===== src/design/rapc_pkg.sv =====
// Package: shared types, codes and constants of the relay actuator position control.
`default_nettype none

package rapc_pkg;

    localparam int unsigned LEN_W   = 16;
    localparam int unsigned TURN_W  = 12;
    localparam int unsigned DB_W    = 8;
    localparam int unsigned TIME_W  = 32;
    localparam int unsigned PROD_W  = 32;
    localparam int unsigned CFG_W   = 16;
    localparam int unsigned CIDX_W  = 3;

    // Pulses that come this many milliseconds or less after the last one are dropped.
    localparam logic [TIME_W-1:0] DEBOUNCE_MS  = 32'd10;
    // 100.00 percent in 0.01 percent units.
    localparam logic [LEN_W-1:0]  PERCENT_FULL = 16'd10000;
    localparam logic [TURN_W-1:0] TURN_MAX     = 12'd4095;
    localparam logic [LEN_W-1:0]  TARGET_MAX   = 16'hFFFF;

    // Division by 10000 is a shift right by four followed by a division by 625, done as a
    // multiply by the rounded-up reciprocal of 625 scaled by 2^38. That is exact for every
    // 28-bit numerator.
    localparam int unsigned PCT_PRE_SHIFT   = 4;
    localparam int unsigned PCT_RECIP_W     = 29;
    localparam int unsigned PCT_RECIP_SHIFT = 38;
    localparam logic [PCT_RECIP_W-1:0] PCT_RECIP = 29'd439804652;

    // Register indexes on the configuration port.
    localparam logic [CIDX_W-1:0] CFG_TOTAL_LENGTH   = 3'd0;
    localparam logic [CIDX_W-1:0] CFG_USED_LENGTH    = 3'd1;
    localparam logic [CIDX_W-1:0] CFG_MAX_TURNS      = 3'd2;
    localparam logic [CIDX_W-1:0] CFG_TURN_DEADBAND  = 3'd3;
    localparam logic [CIDX_W-1:0] CFG_CALIBRATION_MS = 3'd4;

    // Register values after reset.
    localparam logic [LEN_W-1:0]  RST_TOTAL_LENGTH   = 16'd10000;
    localparam logic [LEN_W-1:0]  RST_USED_LENGTH    = 16'd10000;
    localparam logic [TURN_W-1:0] RST_MAX_TURNS      = 12'd100;
    localparam logic [DB_W-1:0]   RST_TURN_DEADBAND  = 8'd1;
    localparam logic [LEN_W-1:0]  RST_CALIBRATION_MS = 16'd10000;

    typedef enum logic [2:0] {
        ACT_TICK        = 3'd0,
        ACT_PULSE       = 3'd1,
        ACT_SET_LENGTH  = 3'd2,
        ACT_SET_PERCENT = 3'd3,
        ACT_CALIBRATE   = 3'd4,
        ACT_SET_TURNS   = 3'd5
    } action_t;

    typedef enum logic [1:0] {
        DRIVE_STOP    = 2'd0,
        DRIVE_EXTEND  = 2'd1,
        DRIVE_RETRACT = 2'd2
    } drive_t;

    typedef enum logic [2:0] {
        ST_IDLE,
        ST_DECODE,
        ST_MULT,
        ST_DIV_LOAD,
        ST_DIV_RUN,
        ST_COMMIT
    } fsm_state_t;

    typedef struct packed {
        logic [2:0]       action;
        logic [LEN_W-1:0] value;
    } in_item_t;

    typedef struct packed {
        logic [1:0]        drive_state;
        logic              extend_relay_level;
        logic              retract_relay_level;
        logic [TURN_W-1:0] current_turns;
        logic [LEN_W-1:0]  target_turns;
        logic              calibrating;
    } out_item_t;

    // Commands from the controller to the datapath.
    typedef struct packed {
        logic load_item;
        logic mul_go;
        logic div_start;
        logic commit;
    } cmd_t;

    // Status from the datapath to the controller.
    typedef struct packed {
        logic needs_div;
        logic div_done;
    } status_t;

endpackage

`default_nettype wire


===== src/design/rapc_div.sv =====
// Restoring divider: 32-bit dividend by 16-bit divisor, one quotient bit per cycle.
`default_nettype none

module rapc_div (
    input  wire logic                          aclk,
    input  wire logic                          aresetn,
    input  wire logic                          start,
    input  wire logic [rapc_pkg::PROD_W-1:0]   dividend,
    input  wire logic [rapc_pkg::LEN_W-1:0]    divisor,
    output logic      [rapc_pkg::PROD_W-1:0]   quotient,
    output logic                               done
);

    localparam int unsigned CNT_W = $clog2(rapc_pkg::PROD_W);

    logic [rapc_pkg::PROD_W-1:0] quo_reg, quo_next;
    logic [rapc_pkg::LEN_W-1:0]  rem_reg, rem_next;
    logic [rapc_pkg::LEN_W-1:0]  dvs_reg;
    logic [CNT_W-1:0]            cnt_reg, cnt_next;
    logic                        busy_reg, busy_next;
    logic                        done_reg, done_next;
    logic [rapc_pkg::LEN_W:0]    shifted;
    logic [rapc_pkg::LEN_W:0]    diff;
    logic                        q_bit;

    // The dividend shifts out of the top of the quotient register as quotient bits enter below.
    always_comb begin
        shifted = {rem_reg, quo_reg[rapc_pkg::PROD_W-1]};
        diff    = shifted - {1'b0, dvs_reg};
        q_bit   = (shifted >= {1'b0, dvs_reg});
        rem_next = q_bit ? diff[rapc_pkg::LEN_W-1:0] : shifted[rapc_pkg::LEN_W-1:0];
        quo_next = {quo_reg[rapc_pkg::PROD_W-2:0], q_bit};
        cnt_next  = cnt_reg;
        busy_next = busy_reg;
        done_next = 1'b0;
        if (start) begin
            cnt_next  = '0;
            busy_next = 1'b1;
        end else if (busy_reg) begin
            cnt_next = cnt_reg + 1'b1;
            if (cnt_reg == CNT_W'(rapc_pkg::PROD_W - 1)) begin
                busy_next = 1'b0;
                done_next = 1'b1;
            end
        end
    end

    always_ff @(posedge aclk) begin
        if (!aresetn) begin
            cnt_reg  <= '0;
            busy_reg <= 1'b0;
            done_reg <= 1'b0;
        end else begin
            cnt_reg  <= cnt_next;
            busy_reg <= busy_next;
            done_reg <= done_next;
        end
    end

    always_ff @(posedge aclk) begin
        if (start) begin
            quo_reg <= dividend;
            rem_reg <= '0;
            dvs_reg <= divisor;
        end else if (busy_reg) begin
            quo_reg <= quo_next;
            rem_reg <= rem_next;
        end
    end

    assign quotient = quo_reg;
    assign done     = done_reg;

endmodule

`default_nettype wire


===== src/design/rapc_ctrl.sv =====
// Controller: sequences one item through decode, multiply, divide and commit.
`default_nettype none

module rapc_ctrl (
    input  wire logic              aclk,
    input  wire logic              aresetn,
    input  wire logic              s_valid,
    output logic                   s_ready,
    output logic                   m_valid,
    input  wire logic              m_ready,
    input  wire rapc_pkg::status_t status,
    output rapc_pkg::cmd_t         cmd
);

    rapc_pkg::fsm_state_t state_reg, state_next;
    logic                 out_valid_reg, out_valid_next;

    always_ff @(posedge aclk) begin
        if (!aresetn) begin
            state_reg     <= rapc_pkg::ST_IDLE;
            out_valid_reg <= 1'b0;
        end else begin
            state_reg     <= state_next;
            out_valid_reg <= out_valid_next;
        end
    end

    always_comb begin
        state_next = state_reg;
        cmd        = '0;
        s_ready    = 1'b0;
        unique case (state_reg)
            rapc_pkg::ST_IDLE: begin
                s_ready = 1'b1;
                if (s_valid) begin
                    cmd.load_item = 1'b1;
                    state_next    = rapc_pkg::ST_DECODE;
                end
            end
            rapc_pkg::ST_DECODE: begin
                state_next = status.needs_div ? rapc_pkg::ST_MULT : rapc_pkg::ST_COMMIT;
            end
            rapc_pkg::ST_MULT: begin
                cmd.mul_go = 1'b1;
                state_next = rapc_pkg::ST_DIV_LOAD;
            end
            rapc_pkg::ST_DIV_LOAD: begin
                cmd.div_start = 1'b1;
                state_next    = rapc_pkg::ST_DIV_RUN;
            end
            rapc_pkg::ST_DIV_RUN: begin
                if (status.div_done) begin
                    state_next = rapc_pkg::ST_COMMIT;
                end
            end
            rapc_pkg::ST_COMMIT: begin
                // The state registers double as the result register, so they change
                // only once the previous result has left.
                if (!out_valid_reg || m_ready) begin
                    cmd.commit = 1'b1;
                    state_next = rapc_pkg::ST_IDLE;
                end
            end
            default: begin
                state_next = rapc_pkg::ST_IDLE;
            end
        endcase
    end

    always_comb begin
        if (cmd.commit) begin
            out_valid_next = 1'b1;
        end else if (m_ready) begin
            out_valid_next = 1'b0;
        end else begin
            out_valid_next = out_valid_reg;
        end
    end

    assign m_valid = out_valid_reg;

endmodule

`default_nettype wire


===== src/design/rapc_dp.sv =====
// Datapath: configuration, control state, multiplier and divider of the position control.
`default_nettype none

module rapc_dp (
    input  wire logic                         aclk,
    input  wire logic                         aresetn,
    input  wire logic                         cfg_wr_en,
    input  wire logic [rapc_pkg::CIDX_W-1:0]  cfg_index,
    input  wire logic [rapc_pkg::CFG_W-1:0]   cfg_data,
    input  wire rapc_pkg::in_item_t           s_data,
    output rapc_pkg::out_item_t               m_data,
    input  wire rapc_pkg::cmd_t               cmd,
    output rapc_pkg::status_t                 status
);

    localparam int unsigned LEN_W   = rapc_pkg::LEN_W;
    localparam int unsigned TURN_W  = rapc_pkg::TURN_W;
    localparam int unsigned TIME_W  = rapc_pkg::TIME_W;
    localparam int unsigned PROD_W  = rapc_pkg::PROD_W;
    localparam int unsigned DB_W    = rapc_pkg::DB_W;
    localparam int unsigned PCT_N_W = PROD_W - rapc_pkg::PCT_PRE_SHIFT;
    localparam int unsigned PCT_P_W = PCT_N_W + rapc_pkg::PCT_RECIP_W;

    // Configuration registers.
    logic [LEN_W-1:0]  total_length_reg;
    logic [LEN_W-1:0]  used_length_reg;
    logic [TURN_W-1:0] max_turns_reg;
    logic [DB_W-1:0]   turn_deadband_reg;
    logic [LEN_W-1:0]  calibration_ms_reg;

    // Control state.
    logic [TIME_W-1:0]  time_reg, time_next;
    logic [TIME_W-1:0]  last_pulse_reg, last_pulse_next;
    logic [TIME_W-1:0]  cal_start_reg, cal_start_next;
    logic               cal_reg, cal_next;
    rapc_pkg::drive_t   mode_reg, mode_next;
    logic [TURN_W-1:0]  turns_reg, turns_next;
    logic [LEN_W-1:0]   req_len_reg, req_len_next;
    logic [LEN_W-1:0]   target_reg, target_next;

    // Item being worked on and arithmetic.
    logic [2:0]         action_reg;
    logic [LEN_W-1:0]   value_reg;
    logic [PROD_W-1:0]  product_reg;
    logic [LEN_W-1:0]   mul_a, mul_b;
    logic [PROD_W-1:0]  quotient;
    logic               div_done;
    logic               div_start;
    rapc_pkg::action_t  action;

    // Percent path: constant division by reciprocal multiplication.
    logic [PCT_N_W-1:0] pct_num;
    logic [PCT_P_W-1:0] pct_prod;
    logic [PROD_W-1:0]  pct_quo_reg;
    logic               pct_done_reg;

    logic [TIME_W-1:0]  tick_time;
    logic [TIME_W-1:0]  cal_elapsed;
    logic [TIME_W-1:0]  pulse_gap;
    logic [TURN_W:0]    turns_step;
    logic [LEN_W-1:0]   target_sat;
    logic [LEN_W-1:0]   turns_wide;
    logic [LEN_W-1:0]   quo_low;

    assign action = rapc_pkg::action_t'(action_reg);

    always_ff @(posedge aclk) begin
        if (!aresetn) begin
            total_length_reg   <= rapc_pkg::RST_TOTAL_LENGTH;
            used_length_reg    <= rapc_pkg::RST_USED_LENGTH;
            max_turns_reg      <= rapc_pkg::RST_MAX_TURNS;
            turn_deadband_reg  <= rapc_pkg::RST_TURN_DEADBAND;
            calibration_ms_reg <= rapc_pkg::RST_CALIBRATION_MS;
        end else if (cfg_wr_en) begin
            unique case (cfg_index)
                rapc_pkg::CFG_TOTAL_LENGTH:   total_length_reg   <= cfg_data;
                rapc_pkg::CFG_USED_LENGTH:    used_length_reg    <= cfg_data;
                rapc_pkg::CFG_MAX_TURNS:      max_turns_reg      <= cfg_data[TURN_W-1:0];
                rapc_pkg::CFG_TURN_DEADBAND:  turn_deadband_reg  <= cfg_data[DB_W-1:0];
                rapc_pkg::CFG_CALIBRATION_MS: calibration_ms_reg <= cfg_data;
                default: begin
                end
            endcase
        end
    end

    // Percent requests scale value by the used length; ticks scale the requested length
    // by the turn count over the full stroke.
    always_comb begin
        if (action == rapc_pkg::ACT_SET_PERCENT) begin
            mul_a = value_reg;
            mul_b = used_length_reg;
        end else begin
            mul_a = req_len_reg;
            mul_b = {{(LEN_W-TURN_W){1'b0}}, max_turns_reg};
        end
    end

    // The product of value and used length divided by 10000: drop the factor 16 by a
    // shift, then divide by 625 through its reciprocal.
    assign pct_num  = product_reg[PROD_W-1:rapc_pkg::PCT_PRE_SHIFT];
    assign pct_prod = {{rapc_pkg::PCT_RECIP_W{1'b0}}, pct_num}
                    * {{PCT_N_W{1'b0}}, rapc_pkg::PCT_RECIP};

    always_ff @(posedge aclk) begin
        if (cmd.load_item) begin
            action_reg <= s_data.action;
            value_reg  <= s_data.value;
        end
        if (cmd.mul_go) begin
            product_reg <= {{(PROD_W-LEN_W){1'b0}}, mul_a} * {{(PROD_W-LEN_W){1'b0}}, mul_b};
        end
        if (cmd.div_start) begin
            pct_quo_reg <= PROD_W'(pct_prod[PCT_P_W-1:rapc_pkg::PCT_RECIP_SHIFT]);
        end
    end

    // The percent quotient is ready in the cycle after the divide command.
    always_ff @(posedge aclk) begin
        if (!aresetn) begin
            pct_done_reg <= 1'b0;
        end else begin
            pct_done_reg <= cmd.div_start && (action == rapc_pkg::ACT_SET_PERCENT);
        end
    end

    assign div_start = cmd.div_start && (action != rapc_pkg::ACT_SET_PERCENT);

    // A zero total length makes every quotient bit one, which saturates the target.
    rapc_div u_div (
        .aclk     (aclk),
        .aresetn  (aresetn),
        .start    (div_start),
        .dividend (product_reg),
        .divisor  (total_length_reg),
        .quotient (quotient),
        .done     (div_done)
    );

    assign status.needs_div = (action == rapc_pkg::ACT_SET_PERCENT)
                           || ((action == rapc_pkg::ACT_TICK) && !cal_reg);
    assign status.div_done  = div_done || pct_done_reg;

    always_comb begin
        time_next       = time_reg;
        last_pulse_next = last_pulse_reg;
        cal_start_next  = cal_start_reg;
        cal_next        = cal_reg;
        mode_next       = mode_reg;
        turns_next      = turns_reg;
        req_len_next    = req_len_reg;
        target_next     = target_reg;

        tick_time   = time_reg + 1'b1;
        cal_elapsed = tick_time - cal_start_reg;
        pulse_gap   = time_reg - last_pulse_reg;
        quo_low     = quotient[LEN_W-1:0];
        target_sat  = (quotient[PROD_W-1:LEN_W] != '0) ? rapc_pkg::TARGET_MAX : quo_low;
        turns_wide  = {{(LEN_W-TURN_W){1'b0}}, turns_reg};

        unique case (mode_reg)
            rapc_pkg::DRIVE_EXTEND:  turns_step = {1'b0, turns_reg} + 1'b1;
            rapc_pkg::DRIVE_RETRACT: turns_step = (turns_reg != '0)
                                                ? {1'b0, turns_reg} - 1'b1
                                                : {1'b0, turns_reg};
            default:                 turns_step = {1'b0, turns_reg};
        endcase

        unique case (action)
            rapc_pkg::ACT_TICK: begin
                time_next = tick_time;
                if (cal_reg) begin
                    if (cal_elapsed > {{(TIME_W-LEN_W){1'b0}}, calibration_ms_reg}) begin
                        cal_next   = 1'b0;
                        turns_next = '0;
                    end
                end else begin
                    target_next = target_sat;
                    if ((target_sat > turns_wide) && ((target_sat - turns_wide)
                            > {{(LEN_W-DB_W){1'b0}}, turn_deadband_reg})) begin
                        mode_next = rapc_pkg::DRIVE_EXTEND;
                    end else if ((target_sat < turns_wide) && ((turns_wide - target_sat)
                            > {{(LEN_W-DB_W){1'b0}}, turn_deadband_reg})) begin
                        mode_next = rapc_pkg::DRIVE_RETRACT;
                    end else begin
                        mode_next = rapc_pkg::DRIVE_STOP;
                    end
                end
            end
            rapc_pkg::ACT_PULSE: begin
                if (pulse_gap > rapc_pkg::DEBOUNCE_MS) begin
                    last_pulse_next = time_reg;
                    if (turns_step > {1'b0, max_turns_reg}) begin
                        turns_next = max_turns_reg;
                    end else begin
                        turns_next = turns_step[TURN_W-1:0];
                    end
                end
            end
            rapc_pkg::ACT_SET_LENGTH: begin
                req_len_next = (value_reg < used_length_reg) ? value_reg : used_length_reg;
            end
            rapc_pkg::ACT_SET_PERCENT: begin
                req_len_next = (pct_quo_reg < {{(PROD_W-LEN_W){1'b0}}, used_length_reg})
                             ? pct_quo_reg[LEN_W-1:0] : used_length_reg;
            end
            rapc_pkg::ACT_CALIBRATE: begin
                if (!cal_reg) begin
                    cal_next       = 1'b1;
                    cal_start_next = time_reg;
                    mode_next      = rapc_pkg::DRIVE_RETRACT;
                end
            end
            rapc_pkg::ACT_SET_TURNS: begin
                turns_next = (value_reg > {{(LEN_W-TURN_W){1'b0}}, rapc_pkg::TURN_MAX})
                           ? rapc_pkg::TURN_MAX : value_reg[TURN_W-1:0];
            end
            default: begin
            end
        endcase
    end

    always_ff @(posedge aclk) begin
        if (!aresetn) begin
            time_reg       <= '0;
            last_pulse_reg <= '0;
            cal_start_reg  <= '0;
            cal_reg        <= 1'b0;
            mode_reg       <= rapc_pkg::DRIVE_STOP;
            turns_reg      <= '0;
            req_len_reg    <= '0;
            target_reg     <= '0;
        end else if (cmd.commit) begin
            time_reg       <= time_next;
            last_pulse_reg <= last_pulse_next;
            cal_start_reg  <= cal_start_next;
            cal_reg        <= cal_next;
            mode_reg       <= mode_next;
            turns_reg      <= turns_next;
            req_len_reg    <= req_len_next;
            target_reg     <= target_next;
        end
    end

    // The state only changes at commit, which is also when a result is issued.
    assign m_data.drive_state         = mode_reg;
    assign m_data.extend_relay_level  = (mode_reg != rapc_pkg::DRIVE_EXTEND);
    assign m_data.retract_relay_level = (mode_reg != rapc_pkg::DRIVE_RETRACT);
    assign m_data.current_turns       = turns_reg;
    assign m_data.target_turns        = target_reg;
    assign m_data.calibrating         = cal_reg;

endmodule

`default_nettype wire


===== src/design/relay_actuator_position_control.sv =====
// Top level: relay actuator position control, controller and datapath joined.
//
//   Port group   Direction  Beat contents
//   s_*          in         action code and 16-bit value
//   m_*          out        drive state, relay levels, turns, target, calibrating
//   cfg_*        in         register index and write data, no handshake
//
// Every accepted beat yields exactly one result beat. Ticks outside calibration pass
// through a 16 by 16 multiply followed by a 32-step restoring divider that retires one
// quotient bit per cycle. Percent requests take the same multiply, then a reciprocal
// multiply for the division by 10000. All other actions go from acceptance through the
// decode and commit states to the output. The block takes no new beat until the result
// of the last one is presented, so only one item is in the block at a time.
// Reset (aresetn low at a clock edge) restores the register defaults and clears all control state.
// A result waiting on m_ready does not stop the next beat from being taken; that beat
// holds in its commit step until the waiting result has been accepted.
`default_nettype none

module relay_actuator_position_control (
    input  wire logic                        aclk,
    input  wire logic                        aresetn,
    input  wire logic                        cfg_wr_en,
    input  wire logic [rapc_pkg::CIDX_W-1:0] cfg_index,
    input  wire logic [rapc_pkg::CFG_W-1:0]  cfg_data,
    input  wire logic                        s_valid,
    output logic                             s_ready,
    input  wire rapc_pkg::in_item_t          s_data,
    output logic                             m_valid,
    input  wire logic                        m_ready,
    output rapc_pkg::out_item_t              m_data
);

    // Commands flow from the controller to the datapath, status flows back.
    rapc_pkg::cmd_t    ctrl_cmd;
    rapc_pkg::status_t dp_status;

    // The controller owns the handshakes and decides when an item commits.
    rapc_ctrl u_ctrl (
        .aclk    (aclk),
        .aresetn (aresetn),
        .s_valid (s_valid),
        .s_ready (s_ready),
        .m_valid (m_valid),
        .m_ready (m_ready),
        .status  (dp_status),
        .cmd     (ctrl_cmd)
    );

    // The datapath holds configuration, the control state and the arithmetic units.
    // Its state registers are shown directly on m_data.
    rapc_dp u_dp (
        .aclk      (aclk),
        .aresetn   (aresetn),
        .cfg_wr_en (cfg_wr_en),
        .cfg_index (cfg_index),
        .cfg_data  (cfg_data),
        .s_data    (s_data),
        .m_data    (m_data),
        .cmd       (ctrl_cmd),
        .status    (dp_status)
    );

`ifndef ASSERT_OFF
    // State may only change while no earlier result is left waiting.
    a_commit_slot_free: assert property (@(posedge aclk) disable iff (!aresetn)
        ctrl_cmd.commit |-> (!m_valid || m_ready))
        else $error("commit while a result is still waiting");

    // Every commit presents a result on the next cycle.
    a_commit_gives_result: assert property (@(posedge aclk) disable iff (!aresetn)
        ctrl_cmd.commit |=> m_valid)
        else $error("commit without a result beat");

    // Only one item is worked on at a time.
    a_one_item: assert property (@(posedge aclk) disable iff (!aresetn)
        (s_valid && s_ready) |=> !s_ready)
        else $error("second beat taken while an item is in progress");

    // Calibration always runs with the actuator retracting.
    a_cal_retracts: assert property (@(posedge aclk) disable iff (!aresetn)
        (m_valid && m_data.calibrating) |-> (m_data.drive_state == rapc_pkg::DRIVE_RETRACT))
        else $error("calibration without retraction");
`endif

endmodule

`default_nettype wire


===== config.mk =====
export PLATFORM = sky130hd
export DESIGN_NAME = relay_actuator_position_control
export DESIGN_NICKNAME = d
export VERILOG_FILES = /design/src/design/rapc_pkg.sv /design/src/design/rapc_div.sv /design/src/design/rapc_ctrl.sv /design/src/design/rapc_dp.sv /design/src/design/relay_actuator_position_control.sv
export SDC_FILE = /design/constraint.sdc
export NUM_CORES = 2
export LEC_CHECK = 0
export ABC_CLOCK_PERIOD_IN_PS = 11100
export BUFFER_PORTS_ARGS = -buffer_cell sky130_fd_sc_hd__buf_4
export CAP_MARGIN = 20
export CORE_ASPECT_RATIO = 0.5
export CORE_MARGIN = 8
export CORE_UTILIZATION = 55
export CTS_BUF_LIST = sky130_fd_sc_hd__clkbuf_2
export DETAILED_ROUTE_END_ITERATION = 6
export MAX_ROUTING_LAYER = met4
export PLACE_DENSITY = 0.82
export SKIP_LAST_GASP = 1
export SYNTH_ARGS = -nofsm -noshare
export SYNTH_HDL_FRONTEND = slang
export SYNTH_SLANG_ARGS = --single-unit

===== constraint.sdc =====
create_clock -name aclk -period 11.1 [get_ports aclk]
set_input_delay 2.775 -clock aclk [delete_from_list [all_inputs] [get_ports aclk]]
set_output_delay 2.775 -clock aclk [all_outputs]
set_load 0.01 [all_outputs]

## After elaboration in Yosys (flattened, before gate mapping)

Index checks and enable logic that the tools add are counted.

| word-level totals | value |
|---|---|
| input port bits | 43 |
| flip-flop bits (word level) | 357 |

| cells by class | value |
|---|---|
| $add $sub $neg | 9 |
| bitwise gates (word level) | 3 |
| reductions and logical operators | 36 |
| muxes and demuxes | 43 |
| $lt $le $gt $ge | 11 |
| equal/unequal tests | 28 |
| $mul | 2 |

Operators by type and width:

| cell | number |
|---|---|
| 16-bit 2-to-1 mux | 6 |
| 32-bit 2-to-1 mux | 2 |
| 32-bit subtractor | 2 |
| 12-bit 2-to-1 mux | 5 |
| 28-bit by 27-bit multiplier with 55-bit output (second input constant) | 1 |
| 12-bit case mux with 3 select lines | 1 |
| 32-bit by 1-bit adder with 32-bit output (second input constant) | 1 |
| 16-bit by 8-bit greater-than comparator with 1-bit output | 2 |
| 32-bit by 16-bit greater-than comparator with 1-bit output | 1 |
| 32-bit by 4-bit greater-than comparator with 1-bit output (second input constant) | 1 |
| 16-bit by 16-bit multiplier with 32-bit output | 1 |
| 16-bit case mux with 2 select lines | 1 |
| 13-bit case mux with 2 select lines | 1 |
| 19-bit by 16-bit less-than comparator with 1-bit output | 1 |
| 3-bit by 2-bit == test with 1-bit output (second input constant) | 6 |
| 3-bit case mux with 6 select lines | 1 |
| 17-bit by 16-bit >= comparator with 1-bit output | 1 |
| 16-bit by 12-bit greater-than comparator with 1-bit output | 1 |
| 16-bit by 12-bit greater-than comparator with 1-bit output (second input constant) | 1 |
| 16-bit by 12-bit less-than comparator with 1-bit output | 1 |
| 16-bit less-than comparator | 1 |
| 2-bit AND reduction | 8 |
| 16-bit nonzero test | 1 |
| 12-bit by 16-bit subtractor with 16-bit output | 1 |
| other kinds (33) | 84 |

## Logic depth before layout (Yosys ltp)

| logic depth | value |
|---|---|
| word-level depth | 9 |
| depth in mapped cells | 33 |
| gate-level depth less buffers | 29 |

## Cells and area by module

A second synthesis with hierarchy kept.

| second synthesis, totals | value |
|---|---|
| cell total of the unflattened synthesis | 5092 |
| area, all modules | 45342.2 µm² |

By module, submodules not included:

| module | seq. area each (µm²) | area an instance (µm²) | cells an instance | times used |
|---|---|---|---|---|
| rapc_dp | 6346.1 | 41298.4 | 4723 | 1 |
| rapc_div | 1901.8 | 3763.6 | 336 | 1 |
| rapc_ctrl | 80.1 | 280.3 | 33 | 1 |

## Least setup slack after synthesis

No wires, ideal clock.

| timing | value |
|---|---|
| path kind | reg2reg |
| start point | register u_dp.action_reg[2] (netlist: u_dp.action[2]) |
| end point | register u_dp.product_reg[30], data pin |
| period minus slack after synthesis | 7985 ps |
| slack | 3115 ps |
| data required time | 10838 ps |
| stages on the path, launching flop included | 32 |
| data arrival time | 7723 ps |
| cells stage by stage | edfxtp_1 clkbuf_1 inv_1 and3_1 clkbuf_1 buf_1 clkbuf_1 nand2_1 nand2_1 nand2_1 fa_1 fa_1 fa_1 fa_1 inv_1 fa_1 inv_1 fa_1 inv_1 ha_1 a21o_1 a21o_1 a21oi_1 o21ai_0 a311oi_1 o21ai_0 o211a_1 a41o_1 o41ai_1 o21ba_2 o21bai_1 xor2_1 |

| between the ends | value |
|---|---|
| cells in the longest elaborated chain, start to end | 3 |
| elaborated cells between the ends (all ways) | 4 |
| those cells by class | mul (1); eq/ne (1); mux (2) |

RTL lines:

| item | RTL line | RTL |
|---|---|---|
| start: declaration | rapc_dp.sv:42 | `logic [2:0] action_reg;` |
| start signal: assignment | rapc_dp.sv:107 | `action_reg <= s_data.action;` |
| 3-bit by 2-bit == test with 1-bit output (*) | rapc_dp.sv:90 | `if (action == rapc_pkg::ACT_SET_PERCENT) begin` |
| 16-bit 2-to-1 mux | rapc_dp.sv:90 |  |
| 16-bit by 16-bit multiplier with 32-bit output (*) | rapc_dp.sv:111 | `product_reg <= {{(PROD_W-LEN_W){1'b0}}, mul_a} * {{(PROD_W-LEN_W){1'b0}}, mul_b};` |
| end signal: assignment | rapc_dp.sv:111 |  |
| end: declaration | rapc_dp.sv:44 | `logic [PROD_W-1:0] product_reg;` |

Mark *: on every way between the ends. The rest lies on a longest branch, timed or not.
A chain may end at the register's enable or synchronous reset.

## Worst setup path in the final report

Same ends and word-level chain as after synthesis.

==> key figures <==
Worst setup path
  • Bufs and invs on worst path: 6
  • Worst-path fanout max: 51
  • Crit path launch type: flip-flop
  • Kind of critical path: reg2reg
  • Slowest stage delay, CP: 0.95 ns
  • CP top delay family: adder cells
  • CP Data Required Time: 12.01 ns
  • Crit path DAT: roughly 11 ns
  • Critical Path End Type: flip-flop
  • Slowest stage cell, crit path: and3_2

Global routing
  • First-pass GRT wire length: 202 mm
  • Number of global-route vias before repair: 37,200
  • Total congestion overflow: 0
  • Total track usage: 0.283
  • Initial antenna violation count: 5
  • Largest net degree at the start of global routing: 96

Synth
  • Ys Warns: 0
  • Most instantiated library cell after synthesis: inv_1
  • Sequential fraction of the synthesis area: 0.185
  • Top post-synthesis cells by area: fa_1, ha_1, dfxtp_1
  • Asr flop ratio synth: 0
  • Syn Inst Count: 5,184
  • Commonest cells in the netlist: inv_1, nand2_1, ha_1, fa_1, nor2_1
  • Share of the synthesized area in the top cell type: 0.236
  • Post-Syn Area per Cell: 8.70 um^2
  • Netlist Area Pre-Place: 45,100 um^2
  • Synth Register Bits: 357
  • Post-synth EDFFs: roughly 120
  • Distinct cell type count after synthesis: 90
  • Mapped Nets: 6,322
  • Leading area contributor after synthesis: fa_1
  • Ys flop type: dfxtp_1

Timing
  • Final Cycle Share: 0.888
  • Clock Skews: 0.108 ns
  • Least-Margin Pin Slew: ~1.1 ns
  • Slew Viols, Final: 0
  • Final Critical Period: 9.85 ns
  • Worst slew margin: 0.266
  • Slack of the critical path: 1.25 ns
  • RSZ-0062 raised after global routing: no
  • TNS Setup: 0 ns
  • Fmax: 0.102 GHz
  • Fin. Hold Viols: 0
  • Final setup fails: 0

Clock tree
  • Post-CTS Resized: 0
  • Total CTS buffers: 93
  • Post-CTS Repair Setup Buffers: 0
  • Clock transition at path regs: ~0.11 ns
  • CTS max path bufs: 3
  • CTS tree: built
  • Clock sinks: 357
  • Root buffer cell: clkbuf_2
  • Post-CTS Hold Buffers: 0
  • Worst-skew pair later-pin latency: 1.25 ns
  • H-tree Lvls: 3

Die
  • Die H: around 220 um
  • Initial Utilization: 0.554
  • Row count: 74
  • Die width: about 420 um
  • Io pins: 78
  • DIE AREA: 92,000 um^2
  • Core ar.: 81,400 um^2

Placement
  • HPWL Detailed: 103 mm
  • IO Port Bufs: 77
  • Placer Congestion: roughly 1.0
  • Pre-CTS WS: 1.44 ns
  • DP Cell Count: between 6,000 and 7,000

Drt
  • Starting DRC count in detailed routing: about 3,200
  • Post-Route WL: between 100 and 150 mm
  • DR vias/cell: around 5.7
  • First-pass DRT Iterations: 6
  • Vias: 36,500
  • DRC errors left: 0
  • DR WL/cell: a little over 20 um
  • Antenna-violating nets left: 0

Power and ir drop
  • Post-layout total power: 6.05 mW
  • VDD IR-drop max: 0.355 mV
  • Leak: around 23 nW
  • Power Density: 127 nW/um^2

Hold path
  • Worst Hold Class: reg2reg

Cells and area
  • Share of cells above drive strength 1: 0.0579
  • Layout area overhead: 5.31%
  • Layout Nets: about 6,300
  • Fin cells: 6,375

Run status
  • Outcome: complete, no violations

Run
  • Max-Cap Viols: 0
-- routing by layer --
layer | global-route usage | up-vias | share of wire
li1 | - | 17000 | -
met1 | 0.369 | 17800 | 0.43
met2 | 0.441 | 1418 | 0.45
met3 | 0.0582 | 297 | 0.086
met4 | 0.0986 | 0 | 0.037
met5 | - | - | 0
-- report_power, final --
| group | internal (mW) | total (mW) | switching [mW] | leakage, nW |
|---|---|---|---|---|
| clock | 0.407 | 1.01 | 0.601 | 0.669 |
| combinational | 1.42 | 3.49 | 2.07 | 19.5 |
| sequential | 1.46 | 1.55 | 0.0868 | 3.03 |
| total | 3.29 | 6.05 | 2.75 | 23.2 |
-- cell type report --
class	instances	area (um^2)
repair buffers	113	868
inverters	977	3670
multi-input cells	3654	32300
flip-flops and latches	357	8330
clock inverters	26	208
well taps	1102	1380
diodes	8	20.0
clock buffers	138	691
fillers	7155	33900
-- worst register-to-register path: cells and delay by family, from the launching register on --
kind	cells	cell delay, ns
xor gates and xnor gates	1	0.15
adders and majority gates	7	3.02
muxes	1	0.80
DFF	1	0.55
and+or+nand+nor	2	1.09
buffers and inverters	6	1.28
AOI/OAI and AO/OA	11	2.65
-- kinds of logic (layout without fill, tap and decap cells) --
| family | count (synthesis) | in the layout | synth area share |
|---|---|---|---|
| buffers and inverters | 1173 | 1254 | 0.0990 |
| adders and majority gates | 1095 | 1095 | 0.392 |
| and+or+nand+nor | 1452 | 1452 | 0.147 |
| muxes | 87 | 87 | 0.0194 |
| xor gates and xnor gates | 162 | 162 | 0.0315 |
| other | 0 | 8 | 0 |
| DFF | 357 | 357 | 0.185 |
| AOI/OAI and AO/OA | 858 | 858 | 0.126 |
-- path summary, 6_finish.rpt --
path	start	endpoint	slack, ns	cells past startpoint
setup / recovery	u_dp.action[2]	u_dp.product_reg[30]	1.25	28
hold / removal	u_dp.total_length_reg[8]	u_dp.u_div.dvs_reg[8]	0.44	0
setup reg to reg	u_dp.action[2]	u_dp.product_reg[30]	1.25	28
hold reg to reg	u_dp.total_length_reg[8]	u_dp.u_div.dvs_reg[8]	0.44	0
-- cells in the final DEF, fill, tap and decap left out, types with 105 or more instances in the layout --
cell type and instances:
edfxtp_1 118, ha_1 563, nand2_1 641, dfxtp_1 239
clkbuf_2 138, fa_1 532, nor2_1 279, xnor2_1 105
a21oi_1 203, buf_4 112, nand3_1 126, inv_1 975
o21ai_0 172
-- stage by stage --
step | hold WS, ns | instance area (um^2) | utilization
4_1_cts | 0.443 | 47400 | 0.583
5_1_grt | 0.448 | 47500 | 0.584
2_1_floorplan | 0.408 | 45100 | -
3_3_place_gp | 0.416 | 46500 | 0.572
3_5_place_dp | 0.418 | 46500 | 0.572
6_report | 0.443 | 47500 | 0.584
Note: power is estimated with default switching activity, not from simulation.
